===== config.mk =====
export PLATFORM = sky130hd
export DESIGN_NAME = argb_global_alpha_blend
export DESIGN_NICKNAME = d
export VERILOG_FILES = /design/src/sv/aga_pkg.sv /design/src/sv/aga_alpha_stage.sv /design/src/sv/aga_mix_stage.sv /design/src/sv/argb_global_alpha_blend.sv
export SDC_FILE = /design/constraint.sdc
export NUM_CORES = 2
export LEC_CHECK = 0
export BUFFER_PORTS_ARGS = -buffer_cell sky130_fd_sc_hd__buf_4
export CAP_MARGIN = 5
export CORE_ASPECT_RATIO = 1.25
export CORE_MARGIN = 5
export CORE_UTILIZATION = 65
export CTS_BUF_LIST = sky130_fd_sc_hd__clkbuf_2
export DETAILED_ROUTE_END_ITERATION = 6
export PLACE_DENSITY = 0.83
export SETUP_SLACK_MARGIN = 0.15
export SYNTH_ARGS = -nofsm -noshare
export SYNTH_HDL_FRONTEND = slang
export SYNTH_SLANG_ARGS = --single-unit

===== constraint.sdc =====
create_clock -name i_clk -period 6.2 [get_ports i_clk]
set_input_delay 0.31 -clock i_clk [delete_from_list [all_inputs] [get_ports i_clk]]
set_output_delay 0.31 -clock i_clk [all_outputs]
set_load 0.03 [all_outputs]

===== src/sv/aga_pkg.sv =====
`timescale 1ns / 1ps
// ----------------------------------------------------------------------------
// aga_pkg
// Shared types, constants and the divide-by-255 helper for the global-alpha
// ARGB blend pipeline.
// ----------------------------------------------------------------------------
package aga_pkg;

    localparam int unsigned PIX_W  = 32;
    localparam int unsigned CHAN_W = 8;
    localparam int unsigned NCHAN  = PIX_W / CHAN_W;
    localparam int unsigned PROD_W = 2 * CHAN_W;

    localparam logic [CHAN_W-1:0] ALPHA_MAX  = 8'hFF;
    localparam logic [CHAN_W-1:0] ALPHA_ZERO = 8'h00;

    // Control that travels with each pixel down the pipeline
    typedef struct packed {
        logic valid;
        logic tail;
        logic ga_zero;
    } t_ctl;

    // (x + (x >> 8) + 1) >> 8; the sum stays within 16 bits for x <= 65279
    function automatic logic [CHAN_W-1:0] div255(input logic [PROD_W-1:0] x);
        logic [PROD_W:0] acc;
        acc = {1'b0, x} + {{(CHAN_W + 1){1'b0}}, x[PROD_W-1:CHAN_W]}
              + {{PROD_W{1'b0}}, 1'b1};
        return acc[PROD_W-1:CHAN_W];
    endfunction

endpackage


===== src/sv/aga_alpha_stage.sv =====
`timescale 1ns / 1ps
// ----------------------------------------------------------------------------
// aga_alpha_stage
// Effective alpha: src alpha times global alpha in the first stage, scaled
// down by 255 in the second. Pixels and control ride along.
// ----------------------------------------------------------------------------
module aga_alpha_stage (
    input  logic                            i_clk,
    input  logic                            i_rst_n,
    input  logic                            i_valid,
    input  logic [aga_pkg::PIX_W-1:0]       i_src_pixel,
    input  logic [aga_pkg::PIX_W-1:0]       i_dst_pixel,
    input  logic                            i_tail_rule,
    input  logic [aga_pkg::CHAN_W-1:0]      i_global_alpha,
    output aga_pkg::t_ctl                   o_ctl,
    output logic [aga_pkg::CHAN_W-1:0]      o_ea,
    output logic [aga_pkg::PIX_W-1:0]       o_src_pixel,
    output logic [aga_pkg::PIX_W-1:0]       o_dst_pixel
);

    aga_pkg::t_ctl                    r_ctl1, r_ctl2;
    logic [aga_pkg::PROD_W-1:0]       r_prod;
    logic [aga_pkg::PIX_W-1:0]        r_src1, r_dst1, r_src2, r_dst2;
    logic [aga_pkg::CHAN_W-1:0]       r_ea;

    aga_pkg::t_ctl                    n_ctl1;
    logic [aga_pkg::PROD_W-1:0]       n_prod;

    always_comb begin
        n_ctl1.valid   = i_valid;
        n_ctl1.tail    = i_tail_rule;
        n_ctl1.ga_zero = (i_global_alpha == aga_pkg::ALPHA_ZERO);
        n_prod = {{aga_pkg::CHAN_W{1'b0}}, i_src_pixel[aga_pkg::PIX_W-1 -: aga_pkg::CHAN_W]}
               * {{aga_pkg::CHAN_W{1'b0}}, i_global_alpha};
    end

    always_ff @(posedge i_clk) begin
        if (!i_rst_n) begin
            r_ctl1 <= '0;
            r_ctl2 <= '0;
        end else begin
            r_ctl1 <= n_ctl1;
            r_ctl2 <= r_ctl1;
        end
    end

    always_ff @(posedge i_clk) begin
        r_prod <= n_prod;
        r_src1 <= i_src_pixel;
        r_dst1 <= i_dst_pixel;
        r_ea   <= aga_pkg::div255(r_prod);
        r_src2 <= r_src1;
        r_dst2 <= r_dst1;
    end

    assign o_ctl       = r_ctl2;
    assign o_ea        = r_ea;
    assign o_src_pixel = r_src2;
    assign o_dst_pixel = r_dst2;

endmodule


===== src/sv/aga_mix_stage.sv =====
`timescale 1ns / 1ps
// ----------------------------------------------------------------------------
// aga_mix_stage
// Per-channel weighted sum s*ea + d*(255-ea) in one stage, then the divide by
// 255 and the rule select into the output register.
// ----------------------------------------------------------------------------
module aga_mix_stage (
    input  logic                            i_clk,
    input  logic                            i_rst_n,
    input  aga_pkg::t_ctl                   i_ctl,
    input  logic [aga_pkg::CHAN_W-1:0]      i_ea,
    input  logic [aga_pkg::PIX_W-1:0]       i_src_pixel,
    input  logic [aga_pkg::PIX_W-1:0]       i_dst_pixel,
    output logic                            o_valid,
    output logic [aga_pkg::PIX_W-1:0]       o_blended_pixel
);

    aga_pkg::t_ctl                    r_ctl3;
    logic [aga_pkg::PROD_W-1:0]       r_sum [aga_pkg::NCHAN];
    logic [aga_pkg::CHAN_W-1:0]       r_ea3;
    logic [aga_pkg::PIX_W-1:0]        r_src3, r_dst3;
    logic                             r_valid4;
    logic [aga_pkg::PIX_W-1:0]        r_pix4;

    logic [aga_pkg::PROD_W-1:0]       n_sum [aga_pkg::NCHAN];
    logic [aga_pkg::CHAN_W-1:0]       inv_ea;
    logic [aga_pkg::PIX_W-1:0]        blend;
    logic [aga_pkg::PIX_W-1:0]        n_pix4;

    assign inv_ea = aga_pkg::ALPHA_MAX - i_ea;

    // Sum never exceeds 255*255, so 16 bits hold it
    always_comb begin
        for (int c = 0; c < aga_pkg::NCHAN; c++) begin
            n_sum[c] = {{aga_pkg::CHAN_W{1'b0}}, i_src_pixel[c*aga_pkg::CHAN_W +: aga_pkg::CHAN_W]}
                     * {{aga_pkg::CHAN_W{1'b0}}, i_ea}
                     + {{aga_pkg::CHAN_W{1'b0}}, i_dst_pixel[c*aga_pkg::CHAN_W +: aga_pkg::CHAN_W]}
                     * {{aga_pkg::CHAN_W{1'b0}}, inv_ea};
        end
    end

    always_comb begin
        for (int c = 0; c < aga_pkg::NCHAN; c++) begin
            blend[c*aga_pkg::CHAN_W +: aga_pkg::CHAN_W] = aga_pkg::div255(r_sum[c]);
        end
        if (r_ctl3.ga_zero) begin
            n_pix4 = r_dst3;
        end else if (r_ctl3.tail) begin
            if (r_ea3 == aga_pkg::ALPHA_ZERO) begin
                n_pix4 = r_dst3;
            end else if (r_ea3 == aga_pkg::ALPHA_MAX) begin
                n_pix4 = r_src3;
            end else begin
                // force opaque alpha, blend RGB only
                n_pix4 = {aga_pkg::ALPHA_MAX, blend[aga_pkg::PIX_W-aga_pkg::CHAN_W-1:0]};
            end
        end else begin
            n_pix4 = blend;
        end
    end

    always_ff @(posedge i_clk) begin
        if (!i_rst_n) begin
            r_ctl3   <= '0;
            r_valid4 <= 1'b0;
        end else begin
            r_ctl3   <= i_ctl;
            r_valid4 <= r_ctl3.valid;
        end
    end

    always_ff @(posedge i_clk) begin
        r_sum  <= n_sum;
        r_ea3  <= i_ea;
        r_src3 <= i_src_pixel;
        r_dst3 <= i_dst_pixel;
        r_pix4 <= n_pix4;
    end

    assign o_valid         = r_valid4;
    assign o_blended_pixel = r_pix4;

endmodule


===== src/sv/argb_global_alpha_blend.sv =====
`timescale 1ns / 1ps
// ----------------------------------------------------------------------------
// argb_global_alpha_blend
// Blends an ARGB8888 source pixel over a destination pixel under a global
// alpha, with a vector rule and an odd-run tail rule.
// ----------------------------------------------------------------------------
// Usage:
//   Input: drive i_src_pixel, i_dst_pixel and i_tail_rule with start high;
//   the transaction is taken at that edge when busy is low. busy never rises,
//   so one pixel enters every clock.
//   Output: o_blended_pixel is shown for one cycle with o_result_valid high,
//   after four register stages (alpha product, effective alpha, channel
//   sums, divide and select). Throughput is one pixel per clock; results
//   leave in input order.
//   Config: the global alpha is written through i_cfg_valid/o_cfg_ready with
//   data on i_cfg_global_alpha; o_cfg_ready is always high. Write it only
//   while no pixel is in flight.
//   Reset: synchronous, active low; clears the pipeline valid bits and sets
//   the global alpha to 255. No clearing pass is needed.
//   The receiver cannot stall; results are never held back.
// ----------------------------------------------------------------------------
module argb_global_alpha_blend (
    input  logic                            i_clk,
    input  logic                            i_rst_n,
    input  logic                            start,
    output logic                            busy,
    input  logic [aga_pkg::PIX_W-1:0]       i_src_pixel,
    input  logic [aga_pkg::PIX_W-1:0]       i_dst_pixel,
    input  logic                            i_tail_rule,
    output logic                            o_result_valid,
    output logic [aga_pkg::PIX_W-1:0]       o_blended_pixel,
    input  logic                            i_cfg_valid,
    output logic                            o_cfg_ready,
    input  logic [aga_pkg::CHAN_W-1:0]      i_cfg_global_alpha
);

    logic [aga_pkg::CHAN_W-1:0]       r_global_alpha;
    logic                             accept;
    aga_pkg::t_ctl                    ctl2;
    logic [aga_pkg::CHAN_W-1:0]       ea2;
    logic [aga_pkg::PIX_W-1:0]        src2, dst2;

    assign busy        = 1'b0;
    assign o_cfg_ready = 1'b1;
    assign accept      = start && !busy;

    always_ff @(posedge i_clk) begin
        if (!i_rst_n) begin
            r_global_alpha <= aga_pkg::ALPHA_MAX;
        end else if (i_cfg_valid && o_cfg_ready) begin
            r_global_alpha <= i_cfg_global_alpha;
        end
    end

    aga_alpha_stage u_alpha (
        .i_clk          (i_clk),
        .i_rst_n        (i_rst_n),
        .i_valid        (accept),
        .i_src_pixel    (i_src_pixel),
        .i_dst_pixel    (i_dst_pixel),
        .i_tail_rule    (i_tail_rule),
        .i_global_alpha (r_global_alpha),
        .o_ctl          (ctl2),
        .o_ea           (ea2),
        .o_src_pixel    (src2),
        .o_dst_pixel    (dst2)
    );

    aga_mix_stage u_mix (
        .i_clk           (i_clk),
        .i_rst_n         (i_rst_n),
        .i_ctl           (ctl2),
        .i_ea            (ea2),
        .i_src_pixel     (src2),
        .i_dst_pixel     (dst2),
        .o_valid         (o_result_valid),
        .o_blended_pixel (o_blended_pixel)
    );

`ifndef SYNTHESIS
    a_latency: assert property (@(posedge i_clk) disable iff (!i_rst_n)
        accept |-> ##4 o_result_valid)
        else $error("accepted pixel did not emerge after four cycles");

    a_zero_ga_pass: assert property (@(posedge i_clk) disable iff (!i_rst_n)
        (accept && r_global_alpha == aga_pkg::ALPHA_ZERO)
        |-> ##4 (o_blended_pixel == $past(i_dst_pixel, 4)))
        else $error("zero global alpha did not pass destination through");

    a_tail_clear_src: assert property (@(posedge i_clk) disable iff (!i_rst_n)
        (accept && i_tail_rule
         && i_src_pixel[aga_pkg::PIX_W-1 -: aga_pkg::CHAN_W] == aga_pkg::ALPHA_ZERO)
        |-> ##4 (o_blended_pixel == $past(i_dst_pixel, 4)))
        else $error("tail rule with clear source changed destination");
`endif

endmodule

==> reports/summary.log <==
INFO  worst_hold_path hp-start=i_rst_n
INFO  critical_path  critical_path_peak_fanout=9
INFO  synth          yosys_register_bits=338
INFO  global_route   maximum_number_of_pins_on_one_net_before_global_route_repair=44
INFO  placed_design  preCtsSetupSlack=0.2667ns
INFO  global_route   antenna_found_initial=1
INFO  placed_design  gp_congestion=0.9211
INFO  final_layout   area_growth_syn_to_layout=14.28%
INFO  critical_path  startpoint_of_the_worst_register_to_register_path=u_alpha.o_src_pixel[22]$_DFF_P_
INFO  sta            maxClockFrequency=0.1724GHz
INFO  worst_hold_path holdPathEnd=u_alpha.o_ctl[0]$_SDFF_PN0_
INFO  sta            timing.clock.skew=0.08285ns
INFO  floorplan      start_util=0.6528
INFO  final_layout   num-nets-final=4032
INFO  worst_hold_path worst_min_delay_path_class=in2reg
INFO  sta            final_report_max_slew_violation_count=0
INFO  critical_path  timing.critical_path.slowest_cell_delay=0.66ns
INFO  routing        postRouteWirelength=73120µm
INFO  critical_path  startpoint_to_endpoint_class_of_the_critical_path=reg2reg
INFO  placed_design  detailedPlacementHpwl=51320µm
INFO  floorplan      io_pins=112
INFO  global_route   gr-total-overflow=0
INFO  floorplan      chipHeight=244.8µm
INFO  routing        drc_errors=0
INFO  sta            rsz0062_at_grt=no
INFO  sta            tightest_slew=1.068ns
INFO  clocking       cts_buffers=83
INFO  final_layout   final_common_cell=sky130_fd_sc_hd__inv_1
INFO  critical_path  crit_chain=nand2_1 > fa_1 > fa_1 > inv_1 > fa_1 > fa_1 > fa_1 > inv_1 > fa_1 > inv_1 > ha_1 > nor3_1 > nor2_1 > a31oi_1 > nor2b_1 > o21a_1 > o41ai_1 > xnor2_1
INFO  global_route   grt.total_usage=0.3088
INFO  clocking       cts.reportedPaths.clkPinSlew=0.11ns
INFO  sta            relSlewSlack=0.2877
INFO  routing        drt_pre_antenna_iters=7
INFO  synth          synth_edf_count=0
INFO  floorplan      floorplan.die_area=48420µm²
INFO  floorplan      die-width=197.8µm
INFO  placed_design  placement.io_buffers=109
INFO  clocking       clkLatencyLatePin=1.06ns
INFO  routing        first_iter_violations=1262
INFO  routing        drt-wirelength-per-cell=19.01µm
INFO  routing        avg_vias_per_cell=5.540
INFO  critical_path  reg2regPathDepth=18
INFO  global_route   number_of_global_route_vias_before_repair=24050
INFO  synth          synth.avg_cell_area=9.883µm²
INFO  synth          portion_of_the_post_synthesis_area_used_by_sequential_elements=0.2361
INFO  sta            hold_viol=0
INFO  clocking       cts_sinks=338
INFO  sta            final.setup.worst_slack=0.4011ns
INFO  critical_path  worstSetupStartpointType=flip-flop
INFO  routing        vias=21310
INFO  critical_path  crit_required=7.17ns
INFO  clocking       htreeDepth=3
INFO  final_layout   final_layout_size_suffix_gt1_frac=0.09224
INFO  critical_path  reg_to_reg_setup_timing_slack=0.40ns
INFO  global_route   global_route_wire_length_before_repair=118800µm
INFO  status         result_of_the_run=finished clean
INFO  floorplan      placementRows=86
INFO  routing        ant_nets=0
INFO  clocking       cts_buffer_depth=3
INFO  worst_hold_path holdPathStages=3
INFO  critical_path  path_common_cell=sky130_fd_sc_hd__fa_1
INFO  critical_path  rr_endpoint=u_mix.r_sum[30]$_DFF_P_
INFO  sta            setup_total_negative_slack=0ns
INFO  final_layout   mostFrequentLayoutCells=sky130_fd_sc_hd__inv_1, sky130_fd_sc_hd__fa_1, sky130_fd_sc_hd__dfxtp_1
INFO  sta            setup_violations=0
INFO  critical_path  worst-endpoint-arrival=6.77ns
INFO  clocking       tritoncts=yes
INFO  critical_path  cpLargestDelayFamily=adder cells
INFO  synth          async_reset_ff_frac=0
INFO  synth          synthesis.area=28660µm²
INFO  synth          yosys_warnings=0
INFO  flow_run       max_cap_viol_count=0
INFO  floorplan      placeableCoreArea=43900µm²
INFO  synth          synth_ff_type=sky130_fd_sc_hd__dfxtp_1
INFO  synth          synthesized_netlist_cell_count=2900
INFO  critical_path  worst_path_max_delay_cell=sky130_fd_sc_hd__dfxtp_1
INFO  critical_path  cp-end-kind=flip-flop
INFO  sta            period_minus_slack=5.799ns
INFO  clocking       cts_root_buffer=sky130_fd_sc_hd__clkbuf_2
INFO  synth          synthDistinctLibCells=61
INFO  critical_path  worstPathBufferInverterCount=3
INFO  sta            ratio_of_final_minimum_period_to_clock_period=0.9353
-- worst max-delay path by stage --
stage	depth (start not counted)	startpoint	to
after floorplan	21	u_alpha.o_ea[2]$_DFF_P_	u_mix.r_sum[30]$_DFF_P_
after global placement	19	u_alpha.o_ea[3]$_DFF_P_	u_mix.r_sum[30]$_DFF_P_
after detailed placement	17	u_alpha.o_ea[3]$_DFF_P_	u_mix.r_sum[60]$_DFF_P_
after CTS	21	u_alpha.o_ea[3]$_DFF_P_	u_mix.r_sum[63]$_DFF_P_
after global routing	21	u_alpha.o_ea[1]$_DFF_P_	u_mix.r_sum[63]$_DFF_P_
final	18	u_alpha.o_src_pixel[22]$_DFF_P_	u_mix.r_sum[30]$_DFF_P_
-- flip-flops by register name (all words and copies together) (netlist names) --
register               count
u_mix.r_dst3              32
u_alpha.r_ctl1             3
u_alpha.o_ctl              3
r_global_alpha             8
u_mix.o_blended_pixel     32
u_alpha.o_dst_pixel       32
u_mix.r_ctl3               3
u_alpha.r_prod            16
u_mix.r_src3              32
u_alpha.o_ea               8
u_mix.r_ea3                8
u_alpha.r_dst1            32
u_alpha.o_src_pixel       32
u_mix.o_valid              1
u_mix.r_sum               64
u_alpha.r_src1            32
-- metrics by stage --
step	instances	area (µm²)	hold WS, ns	util
CTS	3844	32710	0.04327	0.7450
floorplan	2904	28680	0.3096	-
finish	3847	32750	0.2047	0.7461
detailed placement	3534	30230	0.3121	0.6885
global placement	3534	30230	0.3098	0.6885
global route	3847	32750	0.1967	0.7461
-- metal layers --
metal  wire, µm  up-vias  GRT usage  share of wire
met5          0        -          0              0
met4       4499        0     0.1815          0.062
met3       4544      300    0.05656          0.062
met2      37850      865     0.5508           0.52
met1      26230    10590     0.3414           0.36
li1           -     9560          -              -
-- cell type report --
class,instances,area [µm²]
Clock buffer,113,565.5
Multi-Input combinational cell,1883,19330
Tap cell,572,715.7
Timing Repair Buffer,310,2851
Antenna cell,1,2.502
Inverter,600,2252
Sequential cell,338,6790
Fill cell,2933,11150
Clock inverter,30,241.5
-- worst reg2reg max path: cells and delay by family, from the launching register on --
kind | cells | cell delay, ns
fa+ha+maj | 7 | 3.39
simple gates | 4 | 0.57
buf+inv | 3 | 0.14
xor+xnor | 1 | 0.16
compound gates | 3 | 0.81
flops | 1 | 0.66
-- what timing repair did --
item,in CTS,in global routing
endpoints found under the hold margin,87,0
resized for setup,0,6
setup buffers,0,2
setup endpoints to repair,0,11
hold buffers,167,0
-- kinds of logic after synthesis --
group / share of synthesized area
and+or+nand+nor: 0.1457
adders and majority gates: 0.4326
buffers and inverters: 0.08980
DFF: 0.2361
AOI/OAI and AO/OA: 0.05964
xor gates and xnor gates: 0.03148
muxes: 0.004366
other: 0.0002620
-- synthesized netlist by cell type (14+ instances only) --
cell	instances	share of area
sky130_fd_sc_hd__a21o_1	19	0.0050
sky130_fd_sc_hd__a21oi_1	60	0.010
sky130_fd_sc_hd__a22oi_1	15	0.0039
sky130_fd_sc_hd__and2_1	186	0.041
sky130_fd_sc_hd__clkbuf_1	75	0.0098
sky130_fd_sc_hd__dfxtp_1	338	0.24
sky130_fd_sc_hd__fa_1	420	0.29
sky130_fd_sc_hd__ha_1	319	0.14
sky130_fd_sc_hd__inv_1	600	0.079
sky130_fd_sc_hd__nand2_1	199	0.026
sky130_fd_sc_hd__nand2b_1	81	0.018
sky130_fd_sc_hd__nand3_1	16	0.0028
sky130_fd_sc_hd__nor2_1	43	0.0056
sky130_fd_sc_hd__nor2b_1	191	0.042
sky130_fd_sc_hd__nor3_1	16	0.0028
sky130_fd_sc_hd__o21a_1	16	0.0042
sky130_fd_sc_hd__o21ai_0	50	0.0087
sky130_fd_sc_hd__o22ai_1	14	0.0031
sky130_fd_sc_hd__xnor2_1	71	0.022
sky130_fd_sc_hd__xor2_1	32	0.0098
Power is left out: the tool's default activity adds up to more than one toggle a clock period on the data nets, which glitch-free logic cannot reach.
